===== config.mk =====
export PLATFORM = sky130hd
export DESIGN_NAME = binary_clock_with_set_buttons
export DESIGN_NICKNAME = d
export VERILOG_FILES = /design/src/rtl/bclk_pkg.sv /design/src/rtl/bclk_step.sv /design/src/rtl/binary_clock_with_set_buttons.sv
export SDC_FILE = /design/constraint.sdc
export NUM_CORES = 1
export LEC_CHECK = 0
export BUFFER_PORTS_ARGS = -buffer_cell sky130_fd_sc_hd__buf_4
export CORE_MARGIN = 2
export CORE_UTILIZATION = 40
export CTS_BUF_LIST = sky130_fd_sc_hd__clkbuf_16
export DETAILED_ROUTE_END_ITERATION = 10
export SETUP_SLACK_MARGIN = 0.3
export SLEW_MARGIN = 40
export SYNTH_ARGS = -nofsm -noshare
export SYNTH_HDL_FRONTEND = slang
export SYNTH_SLANG_ARGS = --single-unit

===== constraint.sdc =====
create_clock -name clock -period 4.4 [get_ports clock]
set_input_delay 0.44 -clock clock [delete_from_list [all_inputs] [get_ports clock]]
set_output_delay 0.44 -clock clock [all_outputs]
set_load 0.005 [all_outputs]

===== src/rtl/bclk_pkg.sv =====
// Package for the binary clock: item types, codes, limits and the brightness table.
`default_nettype none
package bclk_pkg;

   typedef struct packed {
      logic       command;
      logic [2:0] button_levels;
   } req_type;

   typedef struct packed {
      logic [5:0] minute_leds;
      logic [4:0] hour_leds;
      logic [7:0] brightness_compare;
      logic       standard_mode;
      logic       sleep_request;
      logic       blink_led;
   } rsp_type;

   typedef struct packed {
      logic [7:0] inactivity_limit;
      logic [7:0] long_press_seconds;
   } cfg_type;

   localparam logic CMD_TICK    = 1'b0;
   localparam logic CMD_BUTTONS = 1'b1;

   localparam logic REG_INACTIVITY_LIMIT   = 1'b0;
   localparam logic REG_LONG_PRESS_SECONDS = 1'b1;

   localparam logic [7:0] INACTIVITY_LIMIT_RST   = 8'd10;
   localparam logic [7:0] LONG_PRESS_SECONDS_RST = 8'd2;

   localparam logic [5:0] SECOND_LAST = 6'd59;
   localparam logic [5:0] MINUTE_LAST = 6'd59;
   localparam logic [4:0] HOUR_LAST   = 5'd23;
   localparam logic [2:0] LEVEL_LAST  = 3'd6;
   localparam logic [7:0] SAT_MAX     = 8'd255;
   localparam logic [2:0] BUTTONS_RST = 3'b111;
   localparam logic [7:0] LEVEL_RST   = 8'd254;

   function automatic logic [7:0] level_lookup(input logic [2:0] idx);
      logic [7:0] val;
      unique case (idx)
         3'd0: val = 8'd254;
         3'd1: val = 8'd250;
         3'd2: val = 8'd240;
         3'd3: val = 8'd210;
         3'd4: val = 8'd180;
         3'd5: val = 8'd140;
         3'd6: val = 8'd80;
         3'd7: val = 8'd0;
      endcase
      return val;
   endfunction

endpackage
`default_nettype wire


===== src/rtl/bclk_step.sv =====
// Clock state registers and the single-pass update for one tick or button item.
`default_nettype none
module bclk_step (
   input  wire logic              clock,
   input  wire logic              reset,
   input  wire logic              fire,
   input  wire bclk_pkg::req_type item,
   input  wire bclk_pkg::cfg_type cfg,
   output bclk_pkg::rsp_type      result
);

   logic [5:0] sec_ff, sec_in;
   logic [5:0] min_ff, min_in;
   logic [4:0] hour_ff, hour_in;
   logic [7:0] press_ff, press_in;
   logic [7:0] idle_ff, idle_in;
   logic       mode_ff, mode_in;
   logic       sleep_ff, sleep_in;
   logic [2:0] last_ff, last_in;
   logic [2:0] lvl_idx_ff, lvl_idx_in;
   logic [7:0] lvl_val_ff, lvl_val_in;
   logic       blink_ff, blink_in;

   always_comb begin
      logic [2:0] rise;
      logic [7:0] press_inc;
      logic [7:0] idle_inc;
      logic       std;

      sec_in     = sec_ff;
      min_in     = min_ff;
      hour_in    = hour_ff;
      press_in   = press_ff;
      idle_in    = idle_ff;
      mode_in    = mode_ff;
      sleep_in   = sleep_ff;
      last_in    = last_ff;
      lvl_idx_in = lvl_idx_ff;
      lvl_val_in = lvl_val_ff;
      blink_in   = blink_ff;

      std       = mode_ff;
      rise      = ~last_ff & item.button_levels;
      press_inc = (press_ff >= bclk_pkg::SAT_MAX) ? press_ff : press_ff + 8'd1;
      idle_inc  = (idle_ff >= bclk_pkg::SAT_MAX) ? idle_ff : idle_ff + 8'd1;

      unique case (item.command)
         bclk_pkg::CMD_TICK: begin
            press_in = press_inc;
            idle_in  = idle_inc;
            if (sec_ff >= bclk_pkg::SECOND_LAST) begin
               sec_in = '0;
               if (min_ff >= bclk_pkg::MINUTE_LAST) begin
                  min_in  = '0;
                  hour_in = (hour_ff >= bclk_pkg::HOUR_LAST) ? 5'd0 : hour_ff + 5'd1;
               end else begin
                  min_in = min_ff + 6'd1;
               end
            end else begin
               sec_in = sec_ff + 6'd1;
            end
            if (!std) begin
               blink_in = ~blink_ff;
            end else if (idle_inc >= cfg.inactivity_limit) begin
               sleep_in = 1'b1;
               idle_in  = '0;
            end
         end
         bclk_pkg::CMD_BUTTONS: begin
            idle_in = '0;
            if (!rise[0]) begin
               press_in = '0;
            end else if (press_ff >= cfg.long_press_seconds) begin
               mode_in = ~mode_ff;
            end else begin
               sec_in = '0;
               if (std) begin
                  if (min_ff >= bclk_pkg::MINUTE_LAST) begin
                     min_in  = '0;
                     hour_in = (hour_ff >= bclk_pkg::HOUR_LAST) ? 5'd0 : hour_ff + 5'd1;
                  end else begin
                     min_in = min_ff + 6'd1;
                  end
               end else begin
                  min_in = (min_ff == 6'd0 || min_ff > bclk_pkg::MINUTE_LAST) ?
                           bclk_pkg::MINUTE_LAST : min_ff - 6'd1;
               end
            end
            // hour step acts on the hour left by a minute carry
            if (rise[1]) begin
               sec_in = '0;
               if (std) begin
                  hour_in = (hour_in >= bclk_pkg::HOUR_LAST) ? 5'd0 : hour_in + 5'd1;
               end else begin
                  hour_in = (hour_in == 5'd0 || hour_in > bclk_pkg::HOUR_LAST) ?
                            bclk_pkg::HOUR_LAST : hour_in - 5'd1;
               end
            end else if (rise[2]) begin
               if (std) begin
                  sleep_in = ~sleep_ff;
               end else begin
                  lvl_idx_in = (lvl_idx_ff >= bclk_pkg::LEVEL_LAST) ? 3'd0 : lvl_idx_ff + 3'd1;
                  lvl_val_in = bclk_pkg::level_lookup(lvl_idx_in);
               end
            end
            last_in = item.button_levels;
         end
      endcase

      result.minute_leds        = min_in;
      result.hour_leds          = {hour_in[0], hour_in[1], hour_in[2], hour_in[3], hour_in[4]};
      result.brightness_compare = lvl_val_in;
      result.standard_mode      = mode_in;
      result.sleep_request      = sleep_in;
      result.blink_led          = blink_in;
   end

   always_ff @(posedge clock) begin
      if (reset) begin
         sec_ff     <= '0;
         min_ff     <= '0;
         hour_ff    <= '0;
         press_ff   <= '0;
         idle_ff    <= '0;
         mode_ff    <= 1'b1;
         sleep_ff   <= 1'b0;
         last_ff    <= bclk_pkg::BUTTONS_RST;
         lvl_idx_ff <= '0;
         lvl_val_ff <= bclk_pkg::LEVEL_RST;
         blink_ff   <= 1'b0;
      end else if (fire) begin
         sec_ff     <= sec_in;
         min_ff     <= min_in;
         hour_ff    <= hour_in;
         press_ff   <= press_in;
         idle_ff    <= idle_in;
         mode_ff    <= mode_in;
         sleep_ff   <= sleep_in;
         last_ff    <= last_in;
         lvl_idx_ff <= lvl_idx_in;
         lvl_val_ff <= lvl_val_in;
         blink_ff   <= blink_in;
      end
   end

`ifndef ASSERT_OFF
   a_time_range: assert property (@(posedge clock) disable iff (reset)
      sec_ff <= bclk_pkg::SECOND_LAST && min_ff <= bclk_pkg::MINUTE_LAST &&
      hour_ff <= bclk_pkg::HOUR_LAST)
      else $error("time counter out of range");
   a_level_sync: assert property (@(posedge clock) disable iff (reset)
      lvl_idx_ff <= bclk_pkg::LEVEL_LAST &&
      lvl_val_ff == bclk_pkg::level_lookup(lvl_idx_ff))
      else $error("brightness value does not match level index");
   a_idle_clear: assert property (@(posedge clock) disable iff (reset)
      fire && item.command == bclk_pkg::CMD_BUTTONS |=> idle_ff == 8'd0)
      else $error("button item did not clear idle count");
`endif

endmodule
`default_nettype wire


===== src/rtl/binary_clock_with_set_buttons.sv =====
// Top level of the binary clock: input register, state update and result register.
//
//   channel  direction  handshake                 payload
//   req      in         req_valid / req_ready     req_item (command, button_levels)
//   rsp      out        rsp_valid / rsp_ready     rsp_item (LEDs, brightness, flags)
//   csr      in         csr_write_en              csr_index, csr_wdata
//
// An accepted item waits in the input register, then the state update writes the result register.
// One item per cycle sustained while the result is not stalled.
// Synchronous reset restores time zero, standard mode and brightness 254.
// A stalled result holds the input register; req_ready drops only when both are full.
`default_nettype none
module binary_clock_with_set_buttons (
   input  wire logic              clock,
   input  wire logic              reset,
   input  wire logic              req_valid,
   output logic                   req_ready,
   input  wire bclk_pkg::req_type req_item,
   output logic                   rsp_valid,
   input  wire logic              rsp_ready,
   output bclk_pkg::rsp_type      rsp_item,
   input  wire logic              csr_write_en,
   input  wire logic              csr_index,
   input  wire logic [7:0]        csr_wdata
);

   logic              in_valid_ff;
   bclk_pkg::req_type in_item_ff;
   logic              out_valid_ff;
   bclk_pkg::rsp_type out_item_ff;
   bclk_pkg::cfg_type cfg_ff;
   bclk_pkg::rsp_type step_result;
   logic              advance;

   assign advance   = in_valid_ff && (!out_valid_ff || rsp_ready);
   assign req_ready = !in_valid_ff || advance;
   assign rsp_valid = out_valid_ff;
   assign rsp_item  = out_item_ff;

   always_ff @(posedge clock) begin
      if (reset) begin
         cfg_ff.inactivity_limit   <= bclk_pkg::INACTIVITY_LIMIT_RST;
         cfg_ff.long_press_seconds <= bclk_pkg::LONG_PRESS_SECONDS_RST;
      end else if (csr_write_en) begin
         unique case (csr_index)
            bclk_pkg::REG_INACTIVITY_LIMIT:   cfg_ff.inactivity_limit   <= csr_wdata;
            bclk_pkg::REG_LONG_PRESS_SECONDS: cfg_ff.long_press_seconds <= csr_wdata;
         endcase
      end
   end

   always_ff @(posedge clock) begin
      if (reset) begin
         in_valid_ff <= 1'b0;
      end else if (req_ready) begin
         in_valid_ff <= req_valid;
      end
   end

   always_ff @(posedge clock) begin
      if (reset) begin
         in_item_ff <= '0;
      end else if (req_ready && req_valid) begin
         in_item_ff <= req_item;
      end
   end

   bclk_step u_step (
      .clock  (clock),
      .reset  (reset),
      .fire   (advance),
      .item   (in_item_ff),
      .cfg    (cfg_ff),
      .result (step_result)
   );

   always_ff @(posedge clock) begin
      if (reset) begin
         out_valid_ff <= 1'b0;
      end else if (advance) begin
         out_valid_ff <= 1'b1;
      end else if (rsp_ready) begin
         out_valid_ff <= 1'b0;
      end
   end

   always_ff @(posedge clock) begin
      if (advance) begin
         out_item_ff <= step_result;
      end
   end

`ifndef ASSERT_OFF
   a_fill_out: assert property (@(posedge clock) disable iff (reset)
      in_valid_ff && !out_valid_ff |=> out_valid_ff)
      else $error("pending item not moved to result register");
   a_no_overrun: assert property (@(posedge clock) disable iff (reset)
      in_valid_ff && out_valid_ff && !rsp_ready |=> in_valid_ff && $stable(in_item_ff))
      else $error("held item lost while result stalled");
   a_drain: assert property (@(posedge clock) disable iff (reset)
      !in_valid_ff && out_valid_ff && rsp_ready |=> !out_valid_ff)
      else $error("result repeated after delivery");
`endif

endmodule
`default_nettype wire


==> flow_summary.ini <==
[yosys]
ys.flop_type = dfxtp_1
ys_seq_elements = 94
synth_edf_count = 22
yosysSeqAreaShare_pct = 38.90
mappedNetlistNets = 695
syn_inst = 650
postSynthAreaPerCell_um2 = 8.314
synth.distinct_cells = 75
yosysWarnings = 0
async_reset_ff_share_pct = 0
syn-cell-area_um2 = 5404

[cts]
cts_buffers = 9
clock_path_buffers = 2
path_clk_slew_ns = 0.07
cts_tree = built
clock_latency_ns = 0.35
cts-root-buf = clkbuf_16
cts.sinks = 94
cts_max_level = 3

[global_routing]
grt_use_total_pct = 18.27
grt_max_degree = 48
antenna_found_initial = 0
grt_overflow_total = 0
grt_pass1_wl_um = 21310
grt_pass1_vias = 4333

[power]
ir_drop_v = 0.0001923
leakage_nw = 2.383
power_w = 0.001898
powerDensity_nw_per_um2 = 309.0

[placement]
dp_hpwl_um = 9119
portBuffers = 41
dpl_cell_area_um2 = 5838
gp_congestion = 1.004
preCtsSetupSlack_ns = 0.7251

[run]
cap_violations = 0

[critical_path]
path_delay_family = compound AO/OA/AOI/OAI gates
crit_top_cell = a21o_1
crit_slowest_cell = dfxtp_1
critPathLaunchType = flip-flop
crit_chain = ha_1, nand2_1, nor2_1, and3_1, mux2_2, ha_1, a21o_1, a21o_1, a21o_1, a211oi_1, o21bai_1, a21o_1, a311oi_1, a21oi_1
cp_num_cells = 14
cp-end-kind = flip-flop
worstPathRequired_ns = 4.48
r2r_cells = 14
path_buf_inv = 0
crit_type = flip-flop to flip-flop
cp_slowest_stage_delay_ns = 0.39
arrival_ns = 3.71
worstPathMaxFanout = 6

[outcome]
status = completed

[timing]
drv_slew = 0
period_share_pct = 82.31
finalSetupViolCount = 0
rsz0062_at_grt = no
fmax_mhz = 276.1
fin_skew_ns = 0.008099
relSlewSlack_pct = 49.31
worst-slew-pin-transition_ns = 0.7595
hold_viol = 0
setup_tns_ns = 0
fin_crit_ns = 3.622
finalWorstSetupSlack_ns = 0.7784

[hold_path]
worstHoldPathCells = 3
hold_path_class = primary input to flip-flop

[floorplan]
start_util_pct = 40.81
die_area_um2 = 14460
coreArea_um2 = 13240
rows = 42
die_h_um = 120.2
num_io_pins = 42
die_x_um = 120.2

[routing]
drc = 0
firstDrtPassIters = 5
wl_per_cell_um = 15.05
wl_um = 12870
via_per_inst = 5.549
initialDrtViolationCount = 336
postRouteAntennaNets = 0
num_vias = 4744

[final_layout]
nNetsFinal = 719
postLayoutCoreUtil_pct = 46.37
area_growth_syn_to_layout_pct = 13.64
drive_gt1_share_pct = 12.22
fin_area_um2 = 6141
diodes = 0
==> worst paths after layout <==
check	start	end	slack (ns)
max reg2reg	u_step.idle_ff[0]$_SDFFE_PP0P_	rsp_item[1]$_DFFE_PP_	0.78
min	csr_wdata[1]	cfg_ff[9]$_SDFFE_PP1P_	0.33
min reg2reg	cfg_ff[6]$_SDFFE_PP0P_	cfg_ff[6]$_SDFFE_PP0P_	0.46
max	u_step.idle_ff[0]$_SDFFE_PP0P_	rsp_item[1]$_DFFE_PP_	0.78
==> timing repair <==
| action | CTS | global route |
|---|---|---|
| endpoints found under the setup margin | 0 | 1 |
| buffers inserted | 0 | 0 |
| gates resized for setup | 0 | 1 |
| hold buffers | 0 | 0 |
==> stage by stage <==
stage / hold slack (ns) / cells
final: 0.3287 / 855
after global placement: 0.4484 / 839
after CTS: 0.3160 / 855
after global routing: 0.3336 / 855
after floorplan: 0.4363 / 650
after detailed placement: 0.4496 / 839
==> cell usage in the layout, fill, tap and decap left out, types with 11 or more instances in the layout <==
cell type	netlist	final
a21oi_1	60	60
a31oi_1	17	16
buf_4	0	49
clkbuf_16	0	11
dfxtp_1	72	72
edfxtp_1	22	22
ha_1	27	27
inv_1	31	33
nand2_1	87	87
nand3_1	39	39
nand4_1	11	11
nor2_1	53	53
o211ai_1	11	11
o21ai_0	32	32
xor2_1	12	12
==> where the power goes <==
group          switching (W)  total [W]  internal [W]  leakage [nW]
Combinational       0.000118   0.000197     0.0000782          1.46
Sequential         0.0000235   0.000932      0.000909         0.771
Clock               0.000325   0.000769      0.000444         0.154
Total               0.000467    0.00190       0.00143          2.38
==> flip-flops by register name, summed over array words and instances, names as in the netlist, 3 cells and up <==
| name | cells |
|---|---|
| u_step.idle_ff | 8 |
| u_step.hour_ff | 5 |
| u_step.lvl_val_ff | 8 |
| u_step.sec_ff | 6 |
| u_step.press_ff | 8 |
| u_step.min_ff | 6 |
| in_item_ff | 4 |
| cfg_ff | 16 |
| u_step.lvl_idx_ff | 3 |
| u_step.last_ff | 3 |
| rsp_item | 22 |
==> Yosys cell counts (all sizes together), types with 3 or more instances <==
| library cell | number | area, um2 |
|---|---|---|
| a211oi | 4 | 35.03 |
| a21o | 6 | 45.04 |
| a21oi | 61 | 309.1 |
| a22o | 7 | 61.31 |
| a22oi | 3 | 22.52 |
| a31oi | 18 | 118.9 |
| and2 | 3 | 18.77 |
| and3 | 6 | 37.54 |
| buf | 13 | 67.56 |
| clkbuf | 23 | 86.33 |
| dfxtp | 72 | 1441 |
| edfxtp | 22 | 660.6 |
| ha | 27 | 337.8 |
| inv | 32 | 120.1 |
| mux2i | 8 | 83.83 |
| nand2 | 89 | 344.1 |
| nand2b | 9 | 56.30 |
| nand3 | 40 | 205.2 |
| nand4 | 11 | 68.82 |
| nor2 | 53 | 198.9 |
| nor2b | 10 | 62.56 |
| nor3 | 10 | 55.05 |
| nor3b | 3 | 22.52 |
| o211ai | 11 | 82.58 |
| o21a | 4 | 30.03 |
| o21ai | 36 | 195.2 |
| o221ai | 3 | 26.28 |
| o31ai | 3 | 22.52 |
| or3 | 5 | 31.28 |
| xnor2 | 6 | 52.55 |
| xor2 | 12 | 105.1 |
==> tightest hold or removal path, cell delays in order <==
cell,delay (ns)
buf_4,0.09
nand2_1,0.04
o211ai_1,0.07
==> metal layers <==
metal | GRT usage [%] | share of wire [%]
met5 | 0 | 0
met4 | 7.195 | 2.2
met1 | 23.94 | 47
met2 | 29.72 | 47
met3 | 3.585 | 4.5
==> layout make-up <==
type	count	area [um2]
fill	1323	7102
multi-input combinational	487	3030
sequential	94	2102
timing repair buffer	49	367.9
clock buffer	11	275.3
tap	176	220.2
inverter	33	123.9
clock inverter	5	21.27
==> cell families after synthesis <==
group / count (synthesis) / synth area share (%)
flip-flops: 94 / 38.90
buffers and inverters: 69 / 5.140
AO/OA/AOI/OAI: 183 / 22.71
adder cells (fa/ha/maj): 27 / 6.251
XOR/XNOR: 18 / 2.917
AND/OR/NAND/NOR: 249 / 22.11
multiplexers: 10 / 1.968
(Power assumes the default switching activity.)
